--- config.mk ---
export PLATFORM = sky130hd
export DESIGN_NAME = cxacc_mul
export DESIGN_NICKNAME = d
export VERILOG_FILES = /design/src/rtl/core/cxacc_pkg.sv /design/src/rtl/core/cxacc_mul.sv
export SDC_FILE = /design/constraint.sdc
export NUM_CORES = 2
export LEC_CHECK = 0
export ABC_AREA = 1
export ABC_CLOCK_PERIOD_IN_PS = 8900
export BUFFER_PORTS_ARGS = -buffer_cell sky130_fd_sc_hd__buf_2
export CORE_MARGIN = 2
export CORE_UTILIZATION = 45
export DETAILED_ROUTE_END_ITERATION = 10
export PLACE_DENSITY = 0.7
export SLEW_MARGIN = 20
export SYNTH_ARGS = -nofsm -noshare
export SYNTH_HDL_FRONTEND = slang
export SYNTH_SLANG_ARGS = --single-unit
--- constraint.sdc ---
create_clock -name clk_i -period 8.9 [get_ports clk_i]
set_input_delay 0 -clock clk_i [delete_from_list [all_inputs] [get_ports clk_i]]
set_output_delay 0 -clock clk_i [all_outputs]
set_load 0.005 [all_outputs]
--- src/rtl/core/cxacc_pkg.sv ---
// shared types, constants and helpers for the complex accumulator alu
package cxacc_pkg;

  localparam int unsigned MaxExpDefault = 255;
  localparam int unsigned TolWidth      = 31;

  typedef enum logic [3:0] {
    FUNC_LOAD  = 4'd0,
    FUNC_ADD   = 4'd1,
    FUNC_SUB   = 4'd2,
    FUNC_MUL   = 4'd3,
    FUNC_DIV   = 4'd4,
    FUNC_NEG   = 4'd5,
    FUNC_EQUAL = 4'd6,
    FUNC_MAG   = 4'd7,
    FUNC_POWER = 4'd8
  } func_e;

  typedef enum logic [3:0] {
    ST_IDLE,
    ST_CMUL,
    ST_CMUL_FIN,
    ST_PWR_STEP,
    ST_DIV_PROD,
    ST_DIV_RE,
    ST_DIV_IM,
    ST_MAG_PROD,
    ST_SQRT,
    ST_DONE
  } state_e;

  // one signed 33x33 product request to the shared multiplier
  typedef struct packed {
    logic signed [32:0] a;
    logic signed [32:0] b;
  } mul_req_t;

  // saturate a 66-bit signed value to 32 bits
  function automatic logic [32:0] sat_s32(input logic signed [65:0] v);
    logic [32:0] r;
    if (v > 66'sd2147483647)       r = {1'b1, 32'h7fffffff};
    else if (v < -66'sd2147483648) r = {1'b1, 32'h80000000};
    else                           r = {1'b0, v[31:0]};
    return r;
  endfunction

  // round a Q32.32 sum (ties away from zero) and saturate
  function automatic logic [32:0] round_q(input logic signed [65:0] v);
    logic [65:0] m;
    logic [65:0] r;
    logic signed [65:0] s;
    m = v[65] ? 66'(-v) : v;
    r = (m + 66'd32768) >> 16;
    s = v[65] ? 66'(-$signed(r)) : $signed(r);
    return sat_s32(s);
  endfunction

endpackage

--- src/rtl/core/cxacc_mul.sv ---
// shared signed 33x33 multiplier with a registered product
module cxacc_mul (
  input  logic                     clk_i,
  input  cxacc_pkg::mul_req_t      req_i,
  output logic signed [65:0]       prod_o
);
  import cxacc_pkg::*;

  logic signed [65:0] prod_q;

  always_ff @(posedge clk_i) begin
    prod_q <= req_i.a * req_i.b;
  end

  assign prod_o = prod_q;
endmodule

# Word level (Yosys, flattened, before mapping)
# Cells that the tools add are included.
# classes
addsub	0
order_cmp	0
mux	0
reduce_logical	0
shift	0
n_eq_ne	0
bitwise	0
mul	1
div	0
# ops
cell	n
33-bit by 33-bit multiplier with 66-bit output	1
# totals
elab_cells	2
output_inout_bits	66
input_bits	67
ramBits	0
memories	0
romBits	0
latch_bits	0
regBits	66

# Longest topological paths before layout
# depth
ltp_word	1
ltp_mapped	34
ltp_nobuf	32

# Least setup slack after synthesis
# Ideal clock, no wire load.
# synth_path
kind	input to register
start	input port req_i[65] in the netlist's numbering
end	register prod_q[60], in the netlist prod_o[60]
stages	23
slack_ps	2144
n_path_buf	2
t_arrival_ps	6643
setup_time_ps	113
required_ps	8787
cell_sequence	clkbuf_1 -> clkbuf_1 -> nand2_1 -> inv_1 -> fa_1 -> fa_1 -> fa_1 -> fa_1 -> inv_1 -> fa_1 -> fa_1 -> fa_1 -> fa_1 -> inv_1 -> ha_1 -> nand2_1 -> nor2_1 -> inv_1 -> nor3_1 -> nand2_1 -> and2_0 -> nand4_1 -> nand2_1
# synth_between
elab_chain_len	1
# synth_rtl
item	line_no	rtl
start, declared	cxacc_mul.sv:4	input cxacc_pkg::mul_req_t req_i,
33-bit by 33-bit multiplier with 66-bit output	cxacc_mul.sv:12	prod_q <= req_i.a * req_i.b;
end signal, assigned	cxacc_mul.sv:12	
end, declared	cxacc_mul.sv:9	logic signed [65:0] prod_q;
# No other way between the ends.

# Worst setup path after layout
# layout_path
start	input port req_i[9] in the netlist's numbering
end	register prod_q[57], in the netlist prod_o[57]
# The elaborated chain is that of the path after synthesis.

==> reports/metrics.csv <==
metric,value,unit
first-pass GRT wire length,194000,µm
DR vias/cell,4.90,
CP startpoint,req_i[9],
Crit Path Max Fanout,33,
synthesis-stage register bit count,66,
initial core utilization,0.454,
CP Capture Type,register,
GRT Util Overall,0.250,
Slew Limit Fails,0,
hold path depth,3,
min cycle time layout,7230,ps
total CTS buffers,9,
Die Height,314,µm
Least-Margin Pin Slew,1100,ps
grt ovf,0,
Worst Hold Class,in -> reg,
startpoint types,primary input,
postcts setup bufs,0,
"Core Util, Final",0.472,
Min-Delay Startpoint,req_i[0],
IO Pins,133,
clk buf depth,2,
Routed WL,117000,µm
CP endpoint,prod_o[57]$_DFF_P_,
DR iter-0 viols,2052,
layout overhead on the synthesized area,3.92,%
hold buffers post-CTS,0,
most common cell in the netlist,inv_1,
Final Hold Fails,0,
H-tree depth,3,
syn nets,6972,
number of synthesized flops with an enable pin,0,
Synth area leader,fa_1,
commonest register cell after synthesis,dfxtp_1,
WS Path Type,in -> reg,
FF/Latch Area,0.00132,mm²
initial antenna violation count,9,
post-route ant nets,0,
cells after synthesis,5543,
max cap viols,0,
Max Clock Freq,138,MHz
Post-synth ARST share,0,
status,"finished, final reports clean",
clock root buffer,clkbuf_16,
Largest register FFs,66,
CP Data Required Time,9140,ps
DR vias,32867,
Filler cells,9269,
clock tree from TritonCTS,done,
"Cell Count, Final, Fillers Out",6705,
post-CTS sizing,0,
placed cells,6687,
core area,0.0950,mm²
relative slew slack,0.268,
register area share after synthesis,0.0306,
Detailed Routing Iterations Pass 1,5,
Worst EP arrival,7460,ps
Die W,314,µm
RSZ-0062 raised after global routing,no,
Sink Count,66,
per-cell routed wire length,17.4,µm
multi-input combinational cell area,0.0338,mm²
share of the synthesized area in the top cell type,0.531,
largest net degree at the start of global routing,35,
HPWL after DPL,99100,µm
layout cell share with drive strength beyond 1,0.0406,
die area,0.0984,mm²
ratio of final minimum period to clock period,0.812,
final setup vio count,0,
setup TNS,0,ps
row cnt,113,
Synth cell types,35,
top post-synthesis cells by count,"1894 x inv_1, 1517 x nand2_1, 1145 x fa_1",
clock-pin slew on the worst setup and hold paths,60,ps
vias in the first global route,36794,
Mean Syn Cell Area,7.79,µm²
IO buf count,132,
Final Net Count,6862,
Synth area leaders,"fa_1 53%, inv_1 16%, nand2_1 13%",
hold_ws,376,ps
mapped cell area,0.0432,mm²
GP Congestion,0.928,
DRC,0,
Yosys Warn Count,0,
[per-layer routing]
metal | GRT usage | up-vias | wire [µm]
met4 | 0.0743 | 12 | 3850
met1 | 0.312 | 16684 | 45700
met2 | 0.455 | 1165 | 59600
met3 | 0.0276 | 246 | 7430
li1 | - | 14760 | -
met5 | 0 | - | 75
[area by class of cell]
cell class	instances	area share
antenna	2	0.000112
multi-input combinational	3319	0.752
tap	1265	0.0353
sequential	66	0.0295
inverter	1895	0.159
clock inverter	7	0.00276
clock buffer	9	0.00502
timing repair buffer	142	0.0164
[per-stage QoR]
| step | instance area (µm²) | setup WS, ps |
|---|---|---|
| 3_3_place_gp | 44500 | 1290 |
| 5_1_grt | 44900 | 1210 |
| 3_5_place_dp | 44500 | 1110 |
| 6_report | 44900 | 1670 |
| 4_1_cts | 44900 | 1450 |
| 2_1_floorplan | 43200 | 2140 |
[layout by cell type (no fill, tap or decap), drive strengths merged, types with 37 or more instances in the layout]
master | netlist | final
a21oi | 65 | 65
buf | 1 | 142
dfxtp | 66 | 66
fa | 1145 | 1145
ha | 217 | 217
inv | 1895 | 1896
nand2 | 1534 | 1534
nand3 | 78 | 78
nor2 | 154 | 154
xor2 | 37 | 37
[how the worst min path moves through the flow]
| stage | endpoint | slack [ps] |
|---|---|---|
| finish | prod_o[0]$_DFF_P_ | 380 |
| global route | prod_o[0]$_DFF_P_ | 370 |
| CTS | prod_o[0]$_DFF_P_ | 350 |
| detailed placement | prod_o[20] | 380 |
| global placement | prod_o[31] | 380 |
| floorplan | prod_o[0]$_DFF_P_ | 260 |
[critical path, cell delays in order]
cell	delay [ps]
buf_2	610
nand2_1	280
fa_1	680
fa_1	940
fa_1	540
inv_1	380
fa_1	520
fa_1	560
fa_1	430
fa_1	490
inv_1	50
fa_1	480
inv_1	50
ha_1	390
nand2_1	130
nor2_1	200
nand3_1	170
nor2_1	190
o21ai_0	160
nand4_1	130
nand2_1	60
[cells by family (layout without fill, tap and decap cells)]
family | after synthesis | in the layout | share of synthesized area
xor+xnor | 41 | 41 | 0.00832
simple gates | 1810 | 1810 | 0.166
fa+ha+maj | 1362 | 1362 | 0.594
buf+inv | 2158 | 2053 | 0.188
flops | 66 | 66 | 0.0306
compound gates | 106 | 106 | 0.0138
other cells | 0 | 2 | 0
Power is left out: the tool's default activity adds up to more than one toggle a clock period on the data nets, which glitch-free logic cannot reach.
