$ cat src/rtl/core/cxacc_pkg.sv
// shared types, constants and helpers for the complex accumulator alu
package cxacc_pkg;

  localparam int unsigned MaxExpDefault = 255;
  localparam int unsigned TolWidth      = 31;

  typedef enum logic [3:0] {
    FUNC_LOAD  = 4'd0,
    FUNC_ADD   = 4'd1,
    FUNC_SUB   = 4'd2,
    FUNC_MUL   = 4'd3,
    FUNC_DIV   = 4'd4,
    FUNC_NEG   = 4'd5,
    FUNC_EQUAL = 4'd6,
    FUNC_MAG   = 4'd7,
    FUNC_POWER = 4'd8
  } func_e;

  typedef enum logic [3:0] {
    ST_IDLE,
    ST_CMUL,
    ST_CMUL_FIN,
    ST_PWR_STEP,
    ST_DIV_PROD,
    ST_DIV_RE,
    ST_DIV_IM,
    ST_MAG_PROD,
    ST_SQRT,
    ST_DONE
  } state_e;

  // one signed 33x33 product request to the shared multiplier
  typedef struct packed {
    logic signed [32:0] a;
    logic signed [32:0] b;
  } mul_req_t;

  // saturate a 66-bit signed value to 32 bits
  function automatic logic [32:0] sat_s32(input logic signed [65:0] v);
    logic [32:0] r;
    if (v > 66'sd2147483647)       r = {1'b1, 32'h7fffffff};
    else if (v < -66'sd2147483648) r = {1'b1, 32'h80000000};
    else                           r = {1'b0, v[31:0]};
    return r;
  endfunction

  // round a Q32.32 sum (ties away from zero) and saturate
  function automatic logic [32:0] round_q(input logic signed [65:0] v);
    logic [65:0] m;
    logic [65:0] r;
    logic signed [65:0] s;
    m = v[65] ? 66'(-v) : v;
    r = (m + 66'd32768) >> 16;
    s = v[65] ? 66'(-$signed(r)) : $signed(r);
    return sat_s32(s);
  endfunction

endpackage

$ cat src/rtl/core/cxacc_div.sv
// restoring divider, one quotient bit per cycle
module cxacc_div (
  input  logic         clk_i,
  input  logic         rst_ni,
  input  logic         start_i,
  input  logic [63:0]  num_i,
  input  logic [63:0]  den_i,
  output logic         done_o,
  output logic [47:0]  quot_o
);
  import cxacc_pkg::*;

  // quotient of num*2^16/den needs 80 numerator bits
  logic [79:0] rem_q, rem_d;
  logic [79:0] quo_q, quo_d;
  logic [63:0] den_q, den_d;
  logic [6:0]  cnt_q, cnt_d;
  logic        run_q, run_d;
  logic        done_q, done_d;
  logic [80:0] shifted;

  always_comb begin
    rem_d  = rem_q;
    quo_d  = quo_q;
    den_d  = den_q;
    cnt_d  = cnt_q;
    run_d  = run_q;
    done_d = 1'b0;
    shifted = '0;
    if (start_i) begin
      rem_d = '0;
      quo_d = {num_i, 16'h0};
      den_d = den_i;
      cnt_d = 7'd80;
      run_d = 1'b1;
    end else if (run_q) begin
      shifted = {rem_q, quo_q[79]};
      quo_d   = {quo_q[78:0], 1'b0};
      if (shifted >= {17'h0, den_q}) begin
        rem_d    = 80'(shifted - {17'h0, den_q});
        quo_d[0] = 1'b1;
      end else begin
        rem_d = shifted[79:0];
      end
      cnt_d = cnt_q - 7'd1;
      if (cnt_q == 7'd1) begin
        run_d  = 1'b0;
        done_d = 1'b1;
      end
    end
  end

  always_ff @(posedge clk_i or negedge rst_ni) begin
    if (!rst_ni) begin
      run_q  <= 1'b0;
      done_q <= 1'b0;
      cnt_q  <= '0;
    end else begin
      run_q  <= run_d;
      done_q <= done_d;
      cnt_q  <= cnt_d;
    end
  end

  always_ff @(posedge clk_i) begin
    rem_q <= rem_d;
    quo_q <= quo_d;
    den_q <= den_d;
  end

  assign done_o = done_q;
  // quotient at or above 2^48 saturates in any case
  assign quot_o = (quo_q[79:48] != '0) ? 48'hffffffffffff : quo_q[47:0];
endmodule

$ cat config.mk
export PLATFORM = sky130hd
export DESIGN_NAME = cxacc_div
export DESIGN_NICKNAME = d
export VERILOG_FILES = /design/src/rtl/core/cxacc_pkg.sv /design/src/rtl/core/cxacc_div.sv
export SDC_FILE = /design/constraint.sdc
export NUM_CORES = 1
export LEC_CHECK = 0
export BUFFER_PORTS_ARGS = -buffer_cell sky130_fd_sc_hd__buf_2
export CORE_MARGIN = 3
export CORE_UTILIZATION = 55
export DETAILED_ROUTE_END_ITERATION = 6
export HOLD_SLACK_MARGIN = 0.02
export PLACE_DENSITY = 0.87
export SLEW_MARGIN = 10
export SYNTH_ARGS = -nofsm -noshare
export SYNTH_HDL_FRONTEND = slang
export SYNTH_SLANG_ARGS = --single-unit
export TNS_END_PERCENT = 10
$ cat constraint.sdc
create_clock -name clk_i -period 8 [get_ports clk_i]
set_input_delay 1.6 -clock clk_i [delete_from_list [all_inputs] [get_ports clk_i]]
set_output_delay 1.6 -clock clk_i [all_outputs]
set_load 0.01 [all_outputs]
; After elaboration in Yosys (flattened, before gate mapping)
; Index checks and enable logic that the tools add are counted.
; W data, S select, Z words.
[totals]
register_bits = 233
inputBits = 131
out_inout_bits = 49
word_cells = 26
[op_classes]
addsub = 2
n_lt_le_gt_ge = 1
eq_ne = 1
mux = 13
reduce_logical = 2
[op_table]
columns = operator, n
row1 = $mux W80, 3
row2 = $ge A81 B64 Y1, 1
row3 = $sub A80 B64 Y80, 1
row4 = $mux W48, 1
row5 = $reduce_bool A32 Y1, 1
row6 = $mux W7, 2
row7 = $eq A7 B1 Y1 const B, 1
row8 = $mux W1, 7
row9 = $sub A7 B1 Y7 const B, 1
row10 = $reduce_bool A2 Y1, 1

; Logic depth before layout (Yosys ltp)
; Gate-level depths: netlist of the first run.
[depth]
ltp_word = 4
mapped_depth = 16
ltp_nobuf = 13

; Worst setup path before layout of the first run
; Ideal clock, no wire load.
[synth_timing]
path_kind = input-to-reg
startpoint = input port start_i
endpoint = register quo_q[16], enable pin
setup_ns = 0.419
arrival_time_ns = 3.181
required_ns = 7.581
slack_ns = 4.400
cell_stages = 3
path_buffers = 1
cell_sequence = clkbuf_1 nor2_1 inv_1
[synth_via]
elab_chain_len = 1
[synth_lines]
columns = element, line_no
row1 = from (decl), cxacc_div.sv:5  ; input logic start_i,
row2 = $reduce_bool A2 Y1 (no source line), -
row3 = to (signal assigned), cxacc_div.sv:67  ; quo_q <= quo_d;
row4 = to (decl), cxacc_div.sv:15  ; logic [79:0] quo_q, quo_d;
; Every way passes these cells.
; A chain may end at the register's enable or synchronous reset.

; Final worst setup path of the first run
[layout_timing]
startpoint = register quo_q[79]
endpoint = output port quot_o[2]
[layout_via]
elab_chain_len = 2
[layout_lines]
columns = element, line_no
row1 = $reduce_bool A32 Y1, cxacc_div.sv:73  ; assign quot_o = (quo_q[79:48] != '0) ? 48'hffffffffffff : quo_q[47:0];
row2 = $mux W48, cxacc_div.sv:73
row3 = to (decl), cxacc_div.sv:9  ; output logic [47:0] quot_o
; Every way passes these cells.

==> run summary, run 1 <==
CP startpoint kind -> flip-flop
Via count -> 12400
First-pass GRT wire length -> 59.4 mm
Crit path DAT -> 2.91 ns
Gr usage total -> 25.8%
Outcome -> finished clean
Ant. Diodes -> 0
Yosys warning count -> 0
Detailed Route Iter0 Violations -> 1489
Comb power frac -> 47.1%
Register bit total from synthesis -> 233
Syn-to-layout area delta -> 12.9%
GR Layer Usage met2 -> 40.6%
Max Freq -> 222 MHz
FFs w/ async S/R, synth -> 3.86%
GP Congestion -> 1.00
# fillers -> 2045
Initial core utilization -> 56.8%
TritonCTS clock tree -> yes
Sw Ratio -> 40.3%
Port bufs -> 179
M1 GR Usage -> 37.1%
Die Y-Extent -> 166 µm
Root buf cell -> clkbuf_16
Post-CTS setup buffers -> 0
Met3 usage -> 4.19%
Total wire length -> 37.6 mm
Switching power -> 2160 µW
Slew Viols, Final -> 0
CTS max path bufs -> 3
Post-synth EDFFs -> 128
Initial antenna violation count -> 0
Reg power frac -> 31.8%
Netlist cell types -> 81
CTS sink cnt -> 233
I/O Pins -> 180
# rows -> 57
Most heavily used metal layer in global routing -> met2
Worst Path Class, Setup -> reg -> out
Layout cells sized above 1 -> 15.3%
Least-Margin Pin Slew -> 1.19 ns
Predominant post-synthesis flop cell -> edfxtp_1
Overall Power -> 5370 µW
Hpwl dp -> 27.2 mm
DRC Markers -> 0
Vias per inst -> 6.22
Unrepaired setup endpoints after global routing -> false
Pwr/cell area -> 340 nW/µm²
Largest net degree at the start of global routing -> 167
VDD IR max -> 0.229 mV
Tmin final -> 4.51 ns
Reg clk slew, reported paths -> 0.06 ns
Nets -> 1848
Post-Syn Area -> 14000 µm²
Final Util -> 64.1%
P_leak -> 0.00670 µW
Number of max-cap violations -> 0
Tcrit/Tclk final -> 56.4%
Core ar. -> 24700 µm²
Num CTS Buffers -> 25
Seq/Total Area, Yosys -> 42.7%
Clk Latency, worst-skew pair -> 0.53 ns
Max-slew headroom at the worst pin -> 20.2%
Fin Clk Skew -> 0.0117 ns
Crit end category -> output port
Cts hold-fix bufs -> 0
# setup viols final -> 0
Drt pass-1 iters -> 5
CTS resizes -> 0
Final hold vios -> 0
Vias in the first global route -> 11400
Worst min path class -> reg -> reg
Die Span X -> 166 µm
TNS Setup -> 0 ns
Synth Net Count -> 1731
Routed WL per cell -> 18.9 µm
GRT Residual Overflow -> 0
CP Max Fanout -> 26
Synth Instances -> 1533
Pint -> 3210 µW
H-Tree Depth -> 1
Total die area -> 27400 µm²
Clock share of power -> 21.1%
Mean cell area of the mapped netlist -> 9.14 µm²
ANT nets after route -> 0
CP Data Required Time -> 6.40 ns
state kept, by name, summed over array words and instances, names as in the netlist:
register  count
quo_q        80
run_q         1
cnt_q         7
rem_q        80
den_q        64
done_o        1
worst paths after layout:
kind / start / to / slack (ns) / cells past startpoint
worst max-delay path: quo_q[79] / quot_o[2] / 3.49 / 5
worst min-delay path: rem_q[1] / rem_q[1] / 0.49 / 2
worst max register to register: den_q[8] / rem_q[79] / 3.60 / 13
worst min register to register: rem_q[1] / rem_q[1] / 0.49 / 2
max in group asynchronous: rst_ni / run_q / 6.88 / 1
min in group asynchronous: rst_ni / cnt_q[4] / 0.92 / 1
through the flow:
| stage | setup WS (ns) | cells | hold WS [ns] | area [µm²] |
|---|---|---|---|---|
| 2_1_floorplan | 4.40 | 1533 | 0.448 | 14000 |
| 3_3_place_gp | 3.55 | 1946 | 0.464 | 15000 |
| 3_5_place_dp | 3.63 | 1947 | 0.479 | 15000 |
| 4_1_cts | 3.48 | 1992 | 0.487 | 15800 |
| 5_1_grt | 3.23 | 1992 | 0.511 | 15800 |
| 6_report | 3.49 | 1992 | 0.488 | 15800 |
cell usage in the layout, fill, tap and decap left out, types with 25 or more instances in the layout:
cell / netlist / routed
dfxtp_1: 96 / 96
nor3_1: 47 / 47
a211oi_1: 46 / 46
edfxtp_1: 128 / 128
or3_1: 60 / 60
nand2_1: 103 / 103
nand4_1: 38 / 38
xor2_1: 32 / 32
inv_1: 94 / 93
mux2i_1: 25 / 25
nor2_1: 172 / 171
a22o_1: 63 / 63
a21oi_1: 95 / 95
clkbuf_16: 0 / 25
xnor2_1: 34 / 34
ha_1: 66 / 66
o21ai_0: 66 / 66
buf_2: 23 / 178
per-layer routing:
metal  share of wire, %  vias to the layer above
li1                   -                     5896
met4                2.6                        0
met1                 44                     5809
met5                  0                        -
met2                 45                      613
met3                8.4                       69
synthesized netlist by cell type (5+ instances only):
cell      number  share of area (%)
ha_1          66                5.9
a311oi_1      15               0.94
nor2_1       172                4.6
inv_1         94                2.5
dfxtp_1       96                 14
o21ai_0       66                2.4
nand4_1       38                1.7
nand3_1       20               0.71
a21boi_0       7               0.37
a32oi_1        6               0.37
and2_1         5               0.22
mux2i_1       25                1.8
buf_2         23               0.82
clkbuf_1      68                1.8
edfxtp_1     128                 27
or3_1         60                2.7
or4_1          6               0.32
o21bai_1      15               0.80
clkbuf_2       5               0.18
a31oi_1        5               0.22
a21o_1        23                1.2
o211a_1        7               0.50
nor3_1        47                1.7
nor4_1        13               0.58
a21oi_1       95                3.4
a221oi_1       6               0.37
o31ai_1        8               0.43
o21a_1        14               0.75
a31o_2         6               0.37
xor2_1        32                2.0
o21ai_1        5               0.18
a22o_1        63                3.9
nand2b_1       9               0.40
o211ai_1      15               0.80
a211oi_1      46                2.5
xnor2_1       34                2.1
and3_1         8               0.36
dfrtp_1        9                1.6
nand2_1      103                2.8
critical path, cell delays in order, from the launching register on:
cell and delay [ns]:
edfxtp_1 0.46, nor4_1 0.34, nand4_1 0.66, buf_8 0.41, or3_1 0.35, buf_2 0.16
layout make-up:
| type | instances | area [µm²] | share of cell area (%) |
|---|---|---|---|
| Multi-Input combinational cell | 1105 | 7260 | 45.9 |
| Sequential cell | 233 | 5990 | 37.9 |
| Timing Repair Buffer | 190 | 1000 | 6.35 |
| Clock buffer | 35 | 693 | 4.38 |
| Tap cell | 324 | 405 | 2.56 |
| Inverter | 95 | 357 | 2.25 |
| Clock inverter | 10 | 110 | 0.696 |
power groups by stage:
stage          clock network (µW)  registers (µW)  logic, µW
2_1_floorplan                   0            1660       1970
3_3_place_gp                    0            1710       2400
3_5_place_dp                    0            1720       2460
4_1_cts                      1150            1700       2480
5_1_grt                      1210            1740       2790
6_report                     1130            1710       2530
kinds of logic after synthesis:
| group | share of synthesized area [%] |
|---|---|
| flops | 42.7 |
| buf+inv | 5.53 |
| compound gates | 21.8 |
| xor+xnor | 4.12 |
| fa+ha+maj | 6.03 |
| mux | 1.95 |
| simple gates | 17.8 |
Note: power is estimated with default switching activity, not from simulation.
==> inputs of run 2 (changes only) <==
Settings changed: ABC_AREA from default to 1, PLACE_DENSITY 0.87 to 0.86.
Clock period 8 ns to 4.6 ns, I/O delays scaled along.
==> run 2 against run 1 <==
Effect of this change:
- synthesized area is 21% higher
- sequential power is 38% higher
- power is 8.8% lower
- critical path type unchanged
- via count is 40% higher
- clock power is 81% higher
==> run summary, run 2 <==
Multi-input logic area -> 8650 µm²
Multiplexer area fraction after synthesis -> 0%
Total die area -> 32900 µm²
Reg clk slew, reported paths -> 0.06 ns
Syn-to-layout area delta -> 12.1%
Fin Clk Skew -> 0.0168 ns
Vias per inst -> 5.32
First-pass GRT wire length -> 88.1 mm
Gr usage total -> 33.8%
ANT nets after route -> 0
Max-slew headroom at the worst pin -> 28.1%
Least-Margin Pin Slew -> 1.08 ns
Vias in the first global route -> 16300
Largest cells by area after synthesis -> nand2_1, edfxtp_1, inv_1
Synth Instances -> 2701
Synth Area in Adders -> 5.00%
Root buf cell -> clkbuf_16
Largest family of logic cells by synthesized area -> simple AND/OR/NAND/NOR gates
Predominant post-synthesis flop cell -> edfxtp_1
Cell with the most instances after synthesis -> nand2_1
Hpwl dp -> 45.3 mm
Register Area -> 5990 µm²
CP Data Required Time -> 3.68 ns
Reg-to-reg slack, setup -> 1.39 ns
Synth top area share -> 26.0%
# fillers -> 2827
Netlist cell types -> 36
Depth of the worst register-to-register path -> 16
Unrepaired setup endpoints after global routing -> false
Routed WL per cell -> 17.6 µm
Synth Net Count -> 2899
Placed cells -> 3225
Crit path DAT -> 2.57 ns
I/O Pins -> 180
Die Y-Extent -> 181 µm
P_leak -> 0.0104 µW
Synth Area in Compound Gates -> 3.91%
Initial antenna violation count -> 0
Num CTS Buffers -> 26
Mean cell area of the mapped netlist -> 6.26 µm²
Post-synth EDFFs -> 128
Clk Latency, worst-skew pair -> 0.57 ns
Drt pass-1 iters -> 7
CP startpoint kind -> flip-flop
Cell area after layout -> 19000 µm²
Final hold vios -> 0
CTS sink cnt -> 233
GP Congestion -> 1.10
Synth Area in XOR/XNOR -> 1.60%
Most frequent cells in the layout -> nand2_1, inv_1, nor2_1
Pwr/cell area -> 259 nW/µm²
FFs w/ async S/R, synth -> 3.86%
DRC Markers -> 0
Tmin final -> 3.49 ns
Top flop regs -> quo_q (80), rem_q (80), den_q (64)
Initial core utilization -> 56.5%
Yosys warning count -> 0
Port bufs -> 179
Number of max-cap violations -> 0
CP max stage cell -> nor4_1
Outcome -> finished clean
TNS Setup -> 0 ns
Core ar. -> 30000 µm²
Largest net degree at the start of global routing -> 93
Total wire length -> 57.5 mm
CTS resizes -> 0
GRT Residual Overflow -> 0
Detailed Route Iter0 Violations -> 1576
Most common cell after layout, fill and taps aside -> nand2_1
Post-synth top cells -> nand2_1, inv_1, nor2_1, nand3_1, edfxtp_1
# rows -> 63
Post-Syn Area -> 16900 µm²
TritonCTS clock tree -> yes
Reg2reg end -> rem_q[27]
Final Util -> 63.3%
Via count -> 17400
VDD IR max -> 0.340 mV
Overall Power -> 4900 µW
Yosys top cell by area -> nand2_1
Final Non-Filler Cells -> 3272
Placed cell area -> 18100 µm²
Nets -> 3061
CP max stage delay -> 0.42 ns
H-Tree Depth -> 1
CP cell instances -> nor4_1 -> nand4_1 -> nor2_2 -> buf_4 -> nand2_1 -> buf_2
CP Max Fanout -> 48
Slew Viols, Final -> 0
Seq/Total Area, Yosys -> 35.4%
Ant. Diodes -> 0
Worst min path class -> in -> async
Cts hold-fix bufs -> 0
Max Freq -> 287 MHz
Worst Path Class, Setup -> reg -> out
Die Span X -> 181 µm
Tcrit/Tclk final -> 75.9%
Post-Synth Simple-Gate Area -> 40.5%
Post-CTS setup buffers -> 0
# setup viols final -> 0
CTS max path bufs -> 3
Crit end category -> output port
Register bit total from synthesis -> 233
RR Startpoint -> den_q[14]
Layout cells sized above 1 -> 9.44%
-- run 2: cell types whose count changed in the layout (fill, tap and decap cells not counted), moves of 20 or more --
cell | previous run | this run
a21o_1 | 23 | 0
nand3_1 | 20 | 153
a22o_1 | 63 | 7
o21ai_0 | 66 | 46
or3_1 | 60 | 0
xor2_1 | 32 | 1
inv_1 | 93 | 525
nor3_1 | 47 | 11
nand3b_1 | 1 | 58
nand2_1 | 103 | 1173
a211oi_1 | 46 | 0
mux2i_1 | 25 | 0
a21oi_1 | 95 | 48
-- run 2: through the flow --
step,setup WS [ns],hold WS [ns]
5_1_grt,0.921,0.181
3_5_place_dp,1.47,0.457
4_1_cts,1.11,0.171
6_report,1.11,0.190
2_1_floorplan,0.791,0.426
3_3_place_gp,1.56,0.450
-- run 2: worst max-delay path by stage --
stage	from	endpoint	slack [ns]	depth (start not counted)
6_report	quo_q[71]	quot_o[13]	1.11	6
3_3_place_gp	den_q[8]	rem_q[17]	1.56	16
3_5_place_dp	den_q[8]	rem_q[16]	1.47	16
4_1_cts	quo_q[71]	quot_o[13]	1.11	6
2_1_floorplan	start_i	quo_q[16]	0.79	4
5_1_grt	quo_q[71]	quot_o[13]	0.92	6
-- run 2: kinds of logic (layout without fill, tap and decap cells) --
| group | after synthesis | count (layout) |
|---|---|---|
| AO/OA/AOI/OAI | 121 | 121 |
| flip-flops | 233 | 233 |
| AND/OR/NAND/NOR | 1653 | 1653 |
| adder cells (fa/ha/maj) | 67 | 67 |
| buffers and inverters | 596 | 777 |
| XOR/XNOR | 31 | 31 |
-- run 2: layout make-up --
cell class | instances | area share (%)
multi-input combinational | 1872 | 45.6
inverter | 539 | 10.7
clock inverter | 11 | 0.601
clock buffer | 36 | 3.74
sequential | 233 | 31.6
timing repair buffer | 191 | 5.21
tap | 390 | 2.57
-- run 2: layer usage --
layer | vias to the layer above | global-route usage [%] | wire (µm)
li1 | 8542 | - | -
met1 | 7948 | 46.2 | 24500
met2 | 793 | 55.5 | 25900
met3 | 114 | 4.67 | 4750
met4 | 0 | 11.5 | 2290
met5 | - | 0 | 0
-- run 2: critical path, delay by kind of cell (launching register included) --
family | cells | cell delay (ns)
flip-flops | 1 | 0.41
AND/OR/NAND/NOR | 4 | 0.99
buffers and inverters | 2 | 0.60
-- run 2: where the power goes --
group / switching [µW] / total (µW) / leakage [µW] / internal [µW]
Sequential: 42.9 / 2360 / 0.00221 / 2320
Combinational: 337 / 509 / 0.00783 / 173
Clock: 896 / 2040 / 0.000399 / 1140
Total: 1280 / 4900 / 0.0104 / 3630
==> inputs of run 3 (changes only) <==
Settings changed: PLACE_DENSITY 0.86 to 0.89.
Clock period 4.6 ns to 3.2 ns, I/O delays scaled along.
==> run 3 against run 2 <==
Effect of this change:
- final cell count rose by 0.34%
- largest cell class unchanged
- critical endpoint is now quot_o[8]
- clock skew rose by 0.0030 ns
- sequential power rose by 44%
- hold slack improved by 0.047 ns
- flip-flop and latch count is the same
- register-to-register slack got worse by 1.3 ns
- clock power rose by 49%
- critical path depth rose by 1
- first-iteration DRC count increased by 6.9%
- non-clock buffer count grew 10
- routed wire length up 3.3%
- highest routed layer unchanged
==> run summary, run 3 (synthesis gave the netlist of run 2 again) <==
Crit path DAT -> 2.42 ns
Multi-input logic area -> 8650 µm²
H-Tree Depth -> 1
Outcome -> finished clean
Placed cell area -> 18300 µm²
Worst Path Class, Setup -> reg -> out
Core ar. -> 30000 µm²
Hpwl dp -> 46.8 mm
Gr usage total -> 34.9%
GP Congestion -> 1.08
Depth of the worst register-to-register path -> 15
Tmin final -> 3.06 ns
First-pass GRT wire length -> 90.5 mm
Detailed Route Iter0 Violations -> 1685
Routed WL per cell -> 18.1 µm
Layout cells sized above 1 -> 9.89%
Via count -> 17700
Worst hold path depth -> 1
Worst min path class -> in -> reg
Total die area -> 32900 µm²
TNS Setup -> 0 ns
Num CTS Buffers -> 26
Initial antenna violation count -> 0
ANT nets after route -> 0
# rows -> 63
Root buf cell -> clkbuf_16
Drt pass-1 iters -> 6
Die Y-Extent -> 181 µm
DRC Markers -> 0
Largest net degree at the start of global routing -> 95
Reg clk slew, reported paths -> 0.07 ns
Number of max-cap violations -> 0
Sw Ratio -> 26.4%
Clock share of power -> 42.4%
Top flop regs -> quo_q (80), rem_q (80), den_q (64)
TritonCTS clock tree -> yes
VDD IR max -> 0.426 mV
Post-CTS setup buffers -> 0
Die Span X -> 181 µm
Fin Clk Skew -> 0.0198 ns
GRT Residual Overflow -> 0
Crit end category -> output port
Vias per inst -> 5.39
Unrepaired setup endpoints after global routing -> false
Switching power -> 1890 µW
CTS max path bufs -> 3
Register Area -> 5990 µm²
P_leak -> 0.0105 µW
Max-slew headroom at the worst pin -> 32.6%
Reg power frac -> 47.3%
Max Freq -> 327 MHz
Pint -> 5280 µW
I/O Pins -> 180
Clk Latency, worst-skew pair -> 0.57 ns
# fillers -> 2732
Comb power frac -> 10.3%
Most common cell after layout, fill and taps aside -> nand2_1
Least-Margin Pin Slew -> 1.01 ns
CTS sink cnt -> 233
# setup viols final -> 0
Nets -> 3071
Overall Power -> 7180 µW
Tcrit/Tclk final -> 95.7%
Slew Viols, Final -> 0
Syn-to-layout area delta -> 13.1%
Total wire length -> 59.4 mm
CP Data Required Time -> 2.56 ns
Port bufs -> 179
Initial core utilization -> 56.5%
Vias in the first global route -> 16900
CP startpoint kind -> flip-flop
Most frequent cells in the layout -> nand2_1, inv_1, nor2_1
Pwr/cell area -> 375 nW/µm²
Cell area after layout -> 19100 µm²
Ant. Diodes -> 0
CP Max Fanout -> 48
Final hold vios -> 0
## run 3: cell types whose count changed in the layout (fill, tap and decap cells not counted), sizes merged
cell and change:
buf +9, clkbuf -6, clkinv +4, clkinvlp +2, bufinv +1, dlygate4sd3 +1
## run 3: worst paths after layout
kind | start | endpoint | slack [ns]
min reg2reg | rem_q[79] | rem_q[79] | 0.46
max | quo_q[79] | quot_o[8] | 0.14
min in group asynchronous | rst_ni | cnt_q[2] | 0.47
max in group asynchronous | rst_ni | cnt_q[6] | 2.54
min | den_i[19] | den_q[19] | 0.24
max reg2reg | quo_q[79] | rem_q[60] | 0.14
## run 3: worst max-delay path, stage by stage, from the launching register on
cell	delay, ns
edfxtp_1	0.48
nor4_1	0.32
buf_4	0.15
nand4_1	0.12
nor2_2	0.21
buf_12	0.23
nand2_1	0.16
buf_2	0.17
## run 3: layout make-up
cell class,instances,area share [%]
clock buffer,30,3.58
clock inverter,18,0.857
inverter,539,10.6
multi-input combinational,1872,45.2
sequential,233,31.3
tap,390,2.55
timing repair buffer,201,5.90
## run 3: power by group through the flow
| stage | clock network [µW] | logic, µW | registers (µW) |
|---|---|---|---|
| 4_1_cts | 3050 | 728 | 3390 |
| 5_1_grt | 3160 | 820 | 3410 |
| 2_1_floorplan | 0 | 456 | 3430 |
| 6_report | 3040 | 740 | 3390 |
| 3_3_place_gp | 0 | 697 | 3450 |
| 3_5_place_dp | 0 | 720 | 3460 |
## run 3: per-layer routing
| metal | vias up | GRT usage [%] | wire [µm] |
|---|---|---|---|
| met2 | 841 | 56.3 | 26400 |
| met4 | 0 | 15.5 | 3040 |
| li1 | 8586 | - | - |
| met1 | 8117 | 46.2 | 24900 |
| met3 | 144 | 5.97 | 5080 |
| met5 | - | 0 | 0 |
## run 3: stage by stage
stage	setup WS (ns)	utilization, %	instances	hold slack (ns)
after global placement	0.162	61.0	3234	0.447
after floorplan	0.574	-	2701	0.344
final	0.138	63.9	3283	0.238
after global routing	0.00641	63.9	3283	0.243
after CTS	0.0982	63.9	3283	0.232
after detailed placement	0.106	61.0	3234	0.446
## run 3: what timing repair did
item                                   CTS  global route
resized for setup                        0             2
setup endpoints to repair                0            25
endpoints found under the hold margin    9             0
hold buffers                             1             0
